===== src/rtl/bfa_pkg.sv =====
// ----------------------------------------------------------------------------
// bfa_pkg: shared types for the bitmap frame allocator
// Request and result words, status codes, and the microcode word layout
// that passes between the sequencer and the datapath.
// ----------------------------------------------------------------------------
package bfa_pkg;

  localparam int FRAME_W = 12;   // frame number field
  localparam int TP_W    = 13;   // total_pages register
  localparam int FRAME_FIELD_LIMIT = 4096;
  localparam logic [TP_W-1:0] TP_RESET = 13'h1000;

  typedef enum logic {
    FN_ALLOC = 1'b0,
    FN_FREE  = 1'b1
  } bfa_func_t;

  typedef enum logic [1:0] {
    ST_DONE     = 2'd0,
    ST_MAPPED   = 2'd1,
    ST_NO_FRAME = 2'd2,
    ST_NOTHING  = 2'd3
  } bfa_status_t;

  typedef struct packed {
    bfa_func_t          func;
    logic [FRAME_W-1:0] current_frame;
    logic               kernel_page;
    logic               rw_page;
  } bfa_in_t;

  typedef struct packed {
    bfa_status_t        status;
    logic [FRAME_W-1:0] frame;
    logic               present;
    logic               writable;
    logic               user_mode;
  } bfa_out_t;

  // Microcode step addresses
  typedef enum logic [2:0] {
    S_CLEAR    = 3'd0,
    S_IDLE     = 3'd1,
    S_DISPATCH = 3'd2,
    S_PRIME    = 3'd3,
    S_SCAN     = 3'd4,
    S_MODIFY   = 3'd5,
    S_FAIL     = 3'd6,
    S_REPLY    = 3'd7
  } bfa_step_t;

  // Jump conditions
  typedef enum logic [2:0] {
    C_NONE       = 3'd0,
    C_NO_START   = 3'd1,
    C_MORE_WORDS = 3'd2,
    C_QUICK      = 3'd3,
    C_PAST       = 3'd4,
    C_HIT        = 3'd5
  } bfa_cond_t;

  // Result register update
  typedef enum logic [1:0] {
    RES_NONE  = 2'd0,
    RES_QUICK = 2'd1,
    RES_DONE  = 2'd2,
    RES_FAIL  = 2'd3
  } bfa_res_t;

  // Datapath controls issued each step
  typedef struct packed {
    logic     idle;      // accept a request, rewind the scan counters
    logic     clr_wr;    // write a zero word at the scan pointer
    logic     rd;        // read the bitmap word at the scan pointer
    logic     wadv;      // advance the scan pointer
    logic     base_inc;  // advance the frame base by one word
    logic     mod_wr;    // write back the modified word
    logic     reply;     // present the result
    bfa_res_t res;
  } bfa_ctrl_t;

  // Status flags fed back to the sequencer
  typedef struct packed {
    logic more_words;
    logic quick;
    logic past;
    logic hit;
  } bfa_flags_t;

  typedef struct packed {
    bfa_ctrl_t ctrl;
    logic      hold_on_br;  // suppress advances when a jump is taken
    bfa_cond_t cond_a;
    bfa_step_t tgt_a;
    bfa_cond_t cond_b;
    bfa_step_t tgt_b;
    bfa_step_t nxt;
  } bfa_uword_t;

endpackage


===== src/rtl/bfa_seq.sv =====
// ----------------------------------------------------------------------------
// bfa_seq: microcode sequencer
// Step counter, control store and two-way conditional jump logic.
// ----------------------------------------------------------------------------
module bfa_seq (
  input  logic                clk,
  input  logic                rst_n,
  input  logic                start,
  input  bfa_pkg::bfa_flags_t flags,
  output bfa_pkg::bfa_ctrl_t  ctrl
);
  import bfa_pkg::*;

  bfa_step_t  pc_r;
  bfa_step_t  pc_nxt;
  bfa_uword_t uw;
  logic       take_a;
  logic       take_b;

  function automatic logic cond_true(input bfa_cond_t c, input bfa_flags_t f,
                                     input logic st);
    logic r;
    unique case (c)
      C_NONE:       r = 1'b0;
      C_NO_START:   r = ~st;
      C_MORE_WORDS: r = f.more_words;
      C_QUICK:      r = f.quick;
      C_PAST:       r = f.past;
      C_HIT:        r = f.hit;
      default:      r = 1'b0;
    endcase
    return r;
  endfunction

  // Control store
  always_comb begin
    uw = '0;
    unique case (pc_r)
      S_CLEAR: begin
        uw.ctrl.clr_wr = 1'b1;
        uw.ctrl.wadv   = 1'b1;
        uw.cond_a      = C_MORE_WORDS;
        uw.tgt_a       = S_CLEAR;
        uw.nxt         = S_IDLE;
      end
      S_IDLE: begin
        uw.ctrl.idle = 1'b1;
        uw.cond_a    = C_NO_START;
        uw.tgt_a     = S_IDLE;
        uw.nxt       = S_DISPATCH;
      end
      S_DISPATCH: begin
        uw.ctrl.res = RES_QUICK;
        uw.cond_a   = C_QUICK;
        uw.tgt_a    = S_REPLY;
        uw.nxt      = S_PRIME;
      end
      S_PRIME: begin
        uw.ctrl.rd   = 1'b1;
        uw.ctrl.wadv = 1'b1;
        uw.nxt       = S_SCAN;
      end
      S_SCAN: begin
        uw.ctrl.rd       = 1'b1;
        uw.ctrl.wadv     = 1'b1;
        uw.ctrl.base_inc = 1'b1;
        uw.hold_on_br    = 1'b1;
        uw.cond_a        = C_PAST;
        uw.tgt_a         = S_FAIL;
        uw.cond_b        = C_HIT;
        uw.tgt_b         = S_MODIFY;
        uw.nxt           = S_SCAN;
      end
      S_MODIFY: begin
        uw.ctrl.mod_wr = 1'b1;
        uw.ctrl.res    = RES_DONE;
        uw.nxt         = S_REPLY;
      end
      S_FAIL: begin
        uw.ctrl.res = RES_FAIL;
        uw.nxt      = S_REPLY;
      end
      S_REPLY: begin
        uw.ctrl.reply = 1'b1;
        uw.nxt        = S_IDLE;
      end
    endcase
  end

  // Next step: first jump wins, else fall to the listed next step
  always_comb begin
    take_a = cond_true(uw.cond_a, flags, start);
    take_b = cond_true(uw.cond_b, flags, start);
    if (take_a) begin
      pc_nxt = uw.tgt_a;
    end else if (take_b) begin
      pc_nxt = uw.tgt_b;
    end else begin
      pc_nxt = uw.nxt;
    end
  end

  // Issued controls: hold the scan pointer where a jump leaves the loop
  always_comb begin
    ctrl = uw.ctrl;
    if (uw.hold_on_br && (take_a || take_b)) begin
      ctrl.rd       = 1'b0;
      ctrl.wadv     = 1'b0;
      ctrl.base_inc = 1'b0;
    end
  end

  always_ff @(posedge clk) begin
    if (!rst_n) begin
      pc_r <= S_CLEAR;
    end else begin
      pc_r <= pc_nxt;
    end
  end

endmodule


===== src/rtl/bfa_dpath.sv =====
// ----------------------------------------------------------------------------
// bfa_dpath: bitmap store and scan datapath
// Holds the used-frame bitmap, the scan pointer and frame base, the
// total_pages register and the result word.
// ----------------------------------------------------------------------------
module bfa_dpath #(
  parameter int MAX_FRAMES = 4096,
  parameter int WORD_BITS  = 32
) (
  input  logic                    clk,
  input  logic                    rst_n,
  input  bfa_pkg::bfa_ctrl_t      ctrl,
  output bfa_pkg::bfa_flags_t     flags,
  input  logic                    start,
  input  bfa_pkg::bfa_in_t        in_req,
  input  logic                    cfg_we,
  input  logic [bfa_pkg::TP_W-1:0] cfg_data,
  output bfa_pkg::bfa_out_t       out_res
);
  import bfa_pkg::*;

  localparam int WORDS = (MAX_FRAMES + WORD_BITS - 1) / WORD_BITS;
  localparam int AW    = (WORDS > 1) ? $clog2(WORDS) : 1;
  localparam int CW    = $clog2(WORDS + 1);
  localparam int BASEW = $clog2(WORDS * WORD_BITS + 1);
  localparam int CMPW  = (BASEW > TP_W) ? BASEW : TP_W;
  localparam int SW    = CMPW + 1;
  localparam int BW    = $clog2(WORD_BITS);
  localparam int LIM   = (MAX_FRAMES < FRAME_FIELD_LIMIT) ? MAX_FRAMES : FRAME_FIELD_LIMIT;
  localparam logic [TP_W-1:0] LIM_C = TP_W'(LIM);

  logic [WORD_BITS-1:0] mem [WORDS];
  logic [WORD_BITS-1:0] rdata_r;
  logic [CW-1:0]        w_r;
  logic [BASEW-1:0]     base_r;
  logic [TP_W-1:0]      total_pages_r;
  bfa_in_t              req_r;
  bfa_out_t             res_r;
  bfa_out_t             res_nxt;

  logic [TP_W-1:0]      limit;
  logic [CMPW-1:0]      base_c;
  logic [CMPW-1:0]      rem;
  logic [WORD_BITS-1:0] free_vec;
  logic [BW-1:0]        pos;
  logic [BW-1:0]        fbit;
  logic                 is_alloc;
  logic                 in_word;
  logic                 beyond;
  logic [CW-1:0]        wm1;
  logic                 mem_we;
  logic [AW-1:0]        waddr;
  logic [WORD_BITS-1:0] wdata;
  logic [WORD_BITS-1:0] mod_word;
  logic [CMPW-1:0]      frame_sum;

  // Scan window: limit is the smallest of total_pages, the bitmap and the frame field
  always_comb begin
    limit    = (total_pages_r < LIM_C) ? total_pages_r : LIM_C;
    base_c   = CMPW'(base_r);
    rem      = CMPW'(limit) - base_c;
    is_alloc = (req_r.func == FN_ALLOC);
    beyond   = (int'(req_r.current_frame) >= MAX_FRAMES);
    in_word  = SW'(req_r.current_frame) < (SW'(base_c) + SW'(WORD_BITS));
    fbit     = BW'(CMPW'(req_r.current_frame) - base_c);
  end

  // Mark free bits inside the window and pick the lowest
  always_comb begin
    pos = '0;
    for (int i = 0; i < WORD_BITS; i++) begin
      free_vec[i] = ~rdata_r[i] & (CMPW'(i) < rem);
    end
    for (int i = WORD_BITS - 1; i >= 0; i--) begin
      if (free_vec[i]) begin
        pos = BW'(i);
      end
    end
  end

  // Feed status back to the sequencer
  always_comb begin
    flags.more_words = (w_r != CW'(WORDS - 1));
    flags.quick      = is_alloc ? (req_r.current_frame != '0)
                                : ((req_r.current_frame == '0) || beyond);
    flags.past       = is_alloc & (base_c >= CMPW'(limit));
    flags.hit        = is_alloc ? (|free_vec) : in_word;
  end

  // Write port: zero words on the clearing pass, else the modified word
  always_comb begin
    wm1      = w_r - CW'(1);
    mod_word = is_alloc ? (rdata_r | (WORD_BITS'(1) << pos))
                        : (rdata_r & ~(WORD_BITS'(1) << fbit));
    mem_we   = ctrl.clr_wr | ctrl.mod_wr;
    waddr    = ctrl.clr_wr ? w_r[AW-1:0] : wm1[AW-1:0];
    wdata    = ctrl.clr_wr ? '0 : mod_word;
  end

  always_ff @(posedge clk) begin
    if (mem_we) begin
      mem[waddr] <= wdata;
    end
    if (ctrl.rd) begin
      rdata_r <= mem[w_r[AW-1:0]];
    end
  end

  // Scan pointer, frame base and configuration register
  always_ff @(posedge clk) begin
    if (!rst_n) begin
      w_r           <= '0;
      base_r        <= '0;
      total_pages_r <= TP_RESET;
    end else begin
      if (cfg_we) begin
        total_pages_r <= cfg_data;
      end
      if (ctrl.idle) begin
        w_r    <= '0;
        base_r <= '0;
      end else begin
        if (ctrl.wadv) begin
          w_r <= w_r + CW'(1);
        end
        if (ctrl.base_inc) begin
          base_r <= base_r + BASEW'(WORD_BITS);
        end
      end
    end
  end

  // Latch the request word on acceptance
  always_ff @(posedge clk) begin
    if (ctrl.idle && start) begin
      req_r <= in_req;
    end
  end

  // Build the result word
  always_comb begin
    frame_sum = base_c + CMPW'(pos);
    res_nxt   = res_r;
    case (ctrl.res)
      RES_NONE: begin
      end
      RES_QUICK: begin
        res_nxt = '0;
        if (is_alloc) begin
          res_nxt.status = ST_MAPPED;
          res_nxt.frame  = req_r.current_frame;
        end else begin
          res_nxt.status = (req_r.current_frame == '0) ? ST_NOTHING : ST_DONE;
        end
      end
      RES_DONE: begin
        res_nxt        = '0;
        res_nxt.status = ST_DONE;
        if (is_alloc) begin
          res_nxt.frame     = frame_sum[FRAME_W-1:0];
          res_nxt.present   = 1'b1;
          res_nxt.writable  = req_r.rw_page;
          res_nxt.user_mode = ~req_r.kernel_page;
        end
      end
      RES_FAIL: begin
        res_nxt        = '0;
        res_nxt.status = ST_NO_FRAME;
      end
    endcase
  end

  always_ff @(posedge clk) begin
    res_r <= res_nxt;
  end

  assign out_res = res_r;

endmodule


===== src/rtl/bitmap_frame_allocator_unit.sv =====
// ----------------------------------------------------------------------------
// bitmap_frame_allocator_unit: first-fit page frame allocator
// One used bit per frame in an on-chip bitmap; allocates the lowest free
// frame below total_pages and frees frames by number.
//
//   channel | signals                          | direction
//   --------+----------------------------------+----------
//   request | start, busy, in_req              | in
//   result  | out_strobe, out_res              | out
//   config  | cfg_valid, cfg_ready, cfg_data   | in
//
// A request already mapped, a free of frame zero or a free beyond the
// bitmap goes from dispatch straight to the reply step, with no scan. An
// allocation or a real free primes a read, then scans the bitmap one word
// per cycle through the single memory read port, then modifies or fails and
// replies; at most MAX_FRAMES / WORD_BITS + 1 words are read, reached when an
// allocation finds no free frame (129 at the defaults). The next request is
// taken as the result shows. After reset a clearing pass zeroes the bitmap,
// one word a cycle with busy high; cfg writes are always taken.
// Each result word shows for one cycle under out_strobe; the receiver cannot stall.
// ----------------------------------------------------------------------------
module bitmap_frame_allocator_unit #(
  parameter int MAX_FRAMES = 4096,
  parameter int WORD_BITS  = 32
) (
  input  logic                     clk,
  input  logic                     rst_n,
  input  logic                     start,
  output logic                     busy,
  input  bfa_pkg::bfa_in_t         in_req,
  output logic                     out_strobe,
  output bfa_pkg::bfa_out_t        out_res,
  input  logic                     cfg_valid,
  output logic                     cfg_ready,
  input  logic [bfa_pkg::TP_W-1:0] cfg_data
);
  import bfa_pkg::*;

  bfa_ctrl_t  ctrl;
  bfa_flags_t flags;
  logic       out_strobe_r;

  bfa_seq u_seq (
    .clk   (clk),
    .rst_n (rst_n),
    .start (start),
    .flags (flags),
    .ctrl  (ctrl)
  );

  bfa_dpath #(
    .MAX_FRAMES (MAX_FRAMES),
    .WORD_BITS  (WORD_BITS)
  ) u_dpath (
    .clk      (clk),
    .rst_n    (rst_n),
    .ctrl     (ctrl),
    .flags    (flags),
    .start    (start),
    .in_req   (in_req),
    .cfg_we   (cfg_valid & cfg_ready),
    .cfg_data (cfg_data),
    .out_res  (out_res)
  );

  // Strobe the result word for one cycle
  always_ff @(posedge clk) begin
    if (!rst_n) begin
      out_strobe_r <= 1'b0;
    end else begin
      out_strobe_r <= ctrl.reply;
    end
  end

  assign out_strobe = out_strobe_r;
  assign busy       = ~ctrl.idle;
  assign cfg_ready  = 1'b1;

  // One strobe per request, never back to back
  a_strobe_single: assert property (@(posedge clk) disable iff (!rst_n)
    out_strobe |=> !out_strobe)
    else $error("result strobe held for two cycles");

  // Even the fastest request passes the dispatch and reply steps before its strobe
  a_no_early_result: assert property (@(posedge clk) disable iff (!rst_n)
    (start && !busy) |=> !out_strobe ##1 !out_strobe)
    else $error("result strobed too soon after acceptance");

  // A result is only shown once the block is free again
  a_strobe_idle: assert property (@(posedge clk) disable iff (!rst_n)
    out_strobe |-> !busy)
    else $error("result strobed while busy");

endmodule

===== config.mk =====
export PLATFORM = sky130hd
export DESIGN_NAME = bitmap_frame_allocator_unit
export DESIGN_NICKNAME = d
export VERILOG_FILES = /design/src/rtl/bfa_pkg.sv /design/src/rtl/bfa_seq.sv /design/src/rtl/bfa_dpath.sv /design/src/rtl/bitmap_frame_allocator_unit.sv
export SDC_FILE = /design/constraint.sdc
export NUM_CORES = 2
export LEC_CHECK = 0
export BUFFER_PORTS_ARGS = -buffer_cell sky130_fd_sc_hd__buf_2
export CORE_MARGIN = 10
export CORE_UTILIZATION = 50
export DETAILED_ROUTE_END_ITERATION = 8
export MAX_ROUTING_LAYER = met4
export PLACE_DENSITY = 0.78
export REMOVE_ABC_BUFFERS = 1
export SLEW_MARGIN = 30
export SYNTH_ARGS = -nofsm -noshare
export SYNTH_HDL_FRONTEND = slang
export SYNTH_SLANG_ARGS = --single-unit

===== constraint.sdc =====
create_clock -name clk -period 10.65 [get_ports clk]
set_input_delay 2.13 -clock clk [delete_from_list [all_inputs] [get_ports clk]]
set_output_delay 2.13 -clock clk [all_outputs]
set_load 0.05 [all_outputs]

==> reports/results.tsv <==
stage	metric	value	unit
run_status	status	finished, final reports clean	
sta	Final Critical Period	7.344	ns
clocking	clock sink total	4193	
detailed_routing	routed len/inst	42.82	um
worst_setup_path	r2r worst-path depth	17	
floorplanning	Core Box Area	321700	um^2
final_layout	Final Cell Area	182200	um^2
global_routing	GR Overflow Total	0	
detailed_routing	Vias/cell	7.175	
detailed_routing	met2 routed WL	232300	um
global_routing	overall routing resource usage	28.85	%
detailed_routing	first-pass iteration count of the detailed router	6	
sta	final setup vio count	0	
yosys	synthesized area	161800	um^2
yosys	Compound-Gate Fraction of Synth Area	0.9591	%
detailed_routing	1st-iter DRT viols	15670	
detailed_routing	Vias	83330	
place	Placer Congestion	0.9168	
final_layout	Final nets	7027	
yosys	Post-Synth Adder-Cell Area	0.1593	%
floorplanning	Initial Util	50.29	%
sta	clock skew	0.04523	ns
place	pre-CTS setup slack	3.123	ns
clocking	post-cts resize count	0	
yosys	Post-synth EDFFs	4160	
sta	relative slew slack	27.00	%
clocking	Clock Root Buffer	clkbuf_16	
floorplanning	Die W	588.8	um
yosys	largest family of logic cells by synthesized area	multiplexers	
yosys	yosys warns	0	
yosys	Avg Synthesized Cell Area	24.32	um^2
yosys	number of synthesized register bits	4193	
clocking	Post-CTS Setup Inserts	0	
worst_setup_path	Max Fanout on Critical Path	75	
yosys	Syn Inst Count	6652	
final_layout	share of layout cells above drive strength 1	33.30	%
place	Post-DP Area	169500	um^2
worst_setup_path	critical path startpoint category	register	
global_routing	vias in the first global route	82240	
final_layout	Layout Cells excl Fill	11610	
sta	number of hold violations in the final report	0	
pwr	Cell Pwr Density	187.7	nW/um^2
final_layout	Layout Utilization	56.65	%
yosys	prevailing post-synth register cell	edfxtp_1	
pwr	Worst IR Drop VDD	154.0	uV
clocking	worst-case clock buffer depth	4	
yosys	count of cell types in the netlist	76	
floorplanning	row cnt	208	
global_routing	antenna violations before repair	30	
clocking	worst skew pair latency	0.95	ns
clocking	CTS tree	done	
yosys	XOR/XNOR share of the synthesized area	0.08663	%
yosys	Async SR Flop Fraction	0	%
detailed_routing	met1 wire length	157300	um
pwr	total power draw	34.20	mW
yosys	Seq/Total Area, Yosys	77.63	%
detailed_routing	wire length on met3	73630	um
clocking	Num CTS Buffers	382	
worst_setup_path	kind of critical path	reg2reg	
place	DP HPWL	229700	um
yosys	post-synthesis mux area share	19.01	%
detailed_routing	DRT antenna net count	0	
place	Port Buffers	50	
detailed_routing	# DRC	0	
yosys	Synth Area in Simple Gates	1.244	%
detailed_routing	Detailed Route WL	497300	um
clocking	H-tree Lvls	5	
pwr	Leakage	55.58	nW
floorplanning	die area	346700	um^2
sta	final worst path period share	68.96	%
worst_setup_path	Setup crit end kind	register	
place	placed cell count	10890	
sta	Final TNS setup	0	ns
worst_setup_path	critical path arrival	7.93	ns
global_routing	first-pass GRT wire length	678600	um
sta	setup ws final	3.306	ns
job	max cap viols	0	
detailed_routing	top sig layer	met4	
clocking	clock slew at reported path FFs	0.06	ns
sta	max-slew violations	0	
global_routing	largest net degree at the start of global routing	151	
sta	Fmax achieved	136.2	MHz
sta	WHS	0.4938	ns
clocking	CTS Hold Bufs	0	
floorplanning	io pins	52	
final_layout	Area Growth Syn to Fin	12.65	%
min_path	Hold Path Class	reg2reg	
floorplanning	DIE HEIGHT	588.8	um
sta	worst slew pin tran	1.095	ns
sta	unrepaired setup endpoints after global routing	false	
min_path	depth of the worst hold-timing path	2	
worst_setup_path	required time worst endpoint	11.23	ns
-- power by group --
group	leakage, nW	switching (mW)	internal [mW]
logic	10.7	1.22	1.05
registers	38.8	0.0387	17.9
clock network	6.04	6.19	7.76
total	55.6	7.45	26.7
-- final timing paths --
check                                                            start                              end  slack [ns]
worst min register to register         u_dpath.base_c[11]$_SDFFE_PP0P_  u_dpath.base_c[11]$_SDFFE_PP0P_        0.49
worst max-delay path            u_dpath.total_pages_r[12]$_SDFFE_PN1P_   u_dpath.mem[104][11]$_DFFE_PP_        3.31
worst min-delay path                   u_dpath.base_c[11]$_SDFFE_PP0P_  u_dpath.base_c[11]$_SDFFE_PP0P_        0.49
worst max register to register  u_dpath.total_pages_r[12]$_SDFFE_PN1P_   u_dpath.mem[104][11]$_DFFE_PP_        3.31
-- sequential cells by signal, indices dropped and copies added (netlist names) --
name and cells:
u_dpath.mem 4096, u_dpath.w_r 8, u_dpath.total_pages_r 13, out_strobe 1
u_dpath.base_c 8, u_dpath.rdata_r 32, u_dpath.req_r 15, u_seq.pc_r 3
u_dpath.out_res 17
-- worst max-delay path: stages (launching register included) --
cell and delay (ns):
dfxtp_2 0.63, nand2b_1 0.17, ha_1 0.17, inv_1 0.07, fa_1 0.42, and3_1 0.22
o21ai_0 0.41, a21o_1 0.29, nand2_1 0.55, a31oi_2 0.50, o32a_1 0.21, o21ai_0 0.11
a311oi_1 0.67, o21bai_1 0.31, nand3b_1 0.52, o21ai_4 0.32, buf_4 0.48, buf_4 0.73
-- synthesized netlist by cell type, drive strengths merged, types with 19 or more instances --
cell type | instances | area share, %
nor2 | 187 | 0.44
o21ai | 68 | 0.21
a21oi | 43 | 0.14
nor2b | 23 | 0.089
edfxtp | 4160 | 77
buf | 107 | 0.28
dfxtp | 33 | 0.41
a31oi | 20 | 0.094
ha | 19 | 0.15
mux4 | 1343 | 19
mux2 | 31 | 0.22
inv | 24 | 0.056
o211ai | 26 | 0.12
nand3 | 23 | 0.071
clkbuf | 249 | 0.58
nand2 | 83 | 0.19
-- placed cells by master (no fill, tap or decap), drive strengths merged, types with 31 or more instances in the layout --
cell type and instances:
clkbuf 449, a21oi 43, o21ai 68, bufinv 43, mux2 31, inv 35, clkinv 170, edfxtp 4160
mux4 1343, nand2 83, nor2 187, dfxtp 33, buf 295
-- area by class of cell --
class                   instances  area, um^2
fillers                     21650      139400
well taps                    4305        5386
clock buffers                 449        9981
clock inverters               242        2402
diodes                         26       65.06
multi-input cells            2079       36120
repair buffers                295        2580
inverters                      24       90.09
flip-flops and latches       4193      125600
-- cells by family after synthesis --
group	Yosys count
other	1
AO/OA/AOI/OAI	233
AND/OR/NAND/NOR	420
buffers and inverters	380
adder cells (fa/ha/maj)	20
multiplexers	1389
XOR/XNOR	16
flip-flops	4193
-- routing by layer --
layer / vias up / track usage (%)
li1: 29490 / -
met4: 0 / 15.48
met2: 8629 / 43.45
met3: 1751 / 9.287
met1: 43460 / 35.05
met5: - / -
No activity file was read; power rests on OpenSTA's default activity.
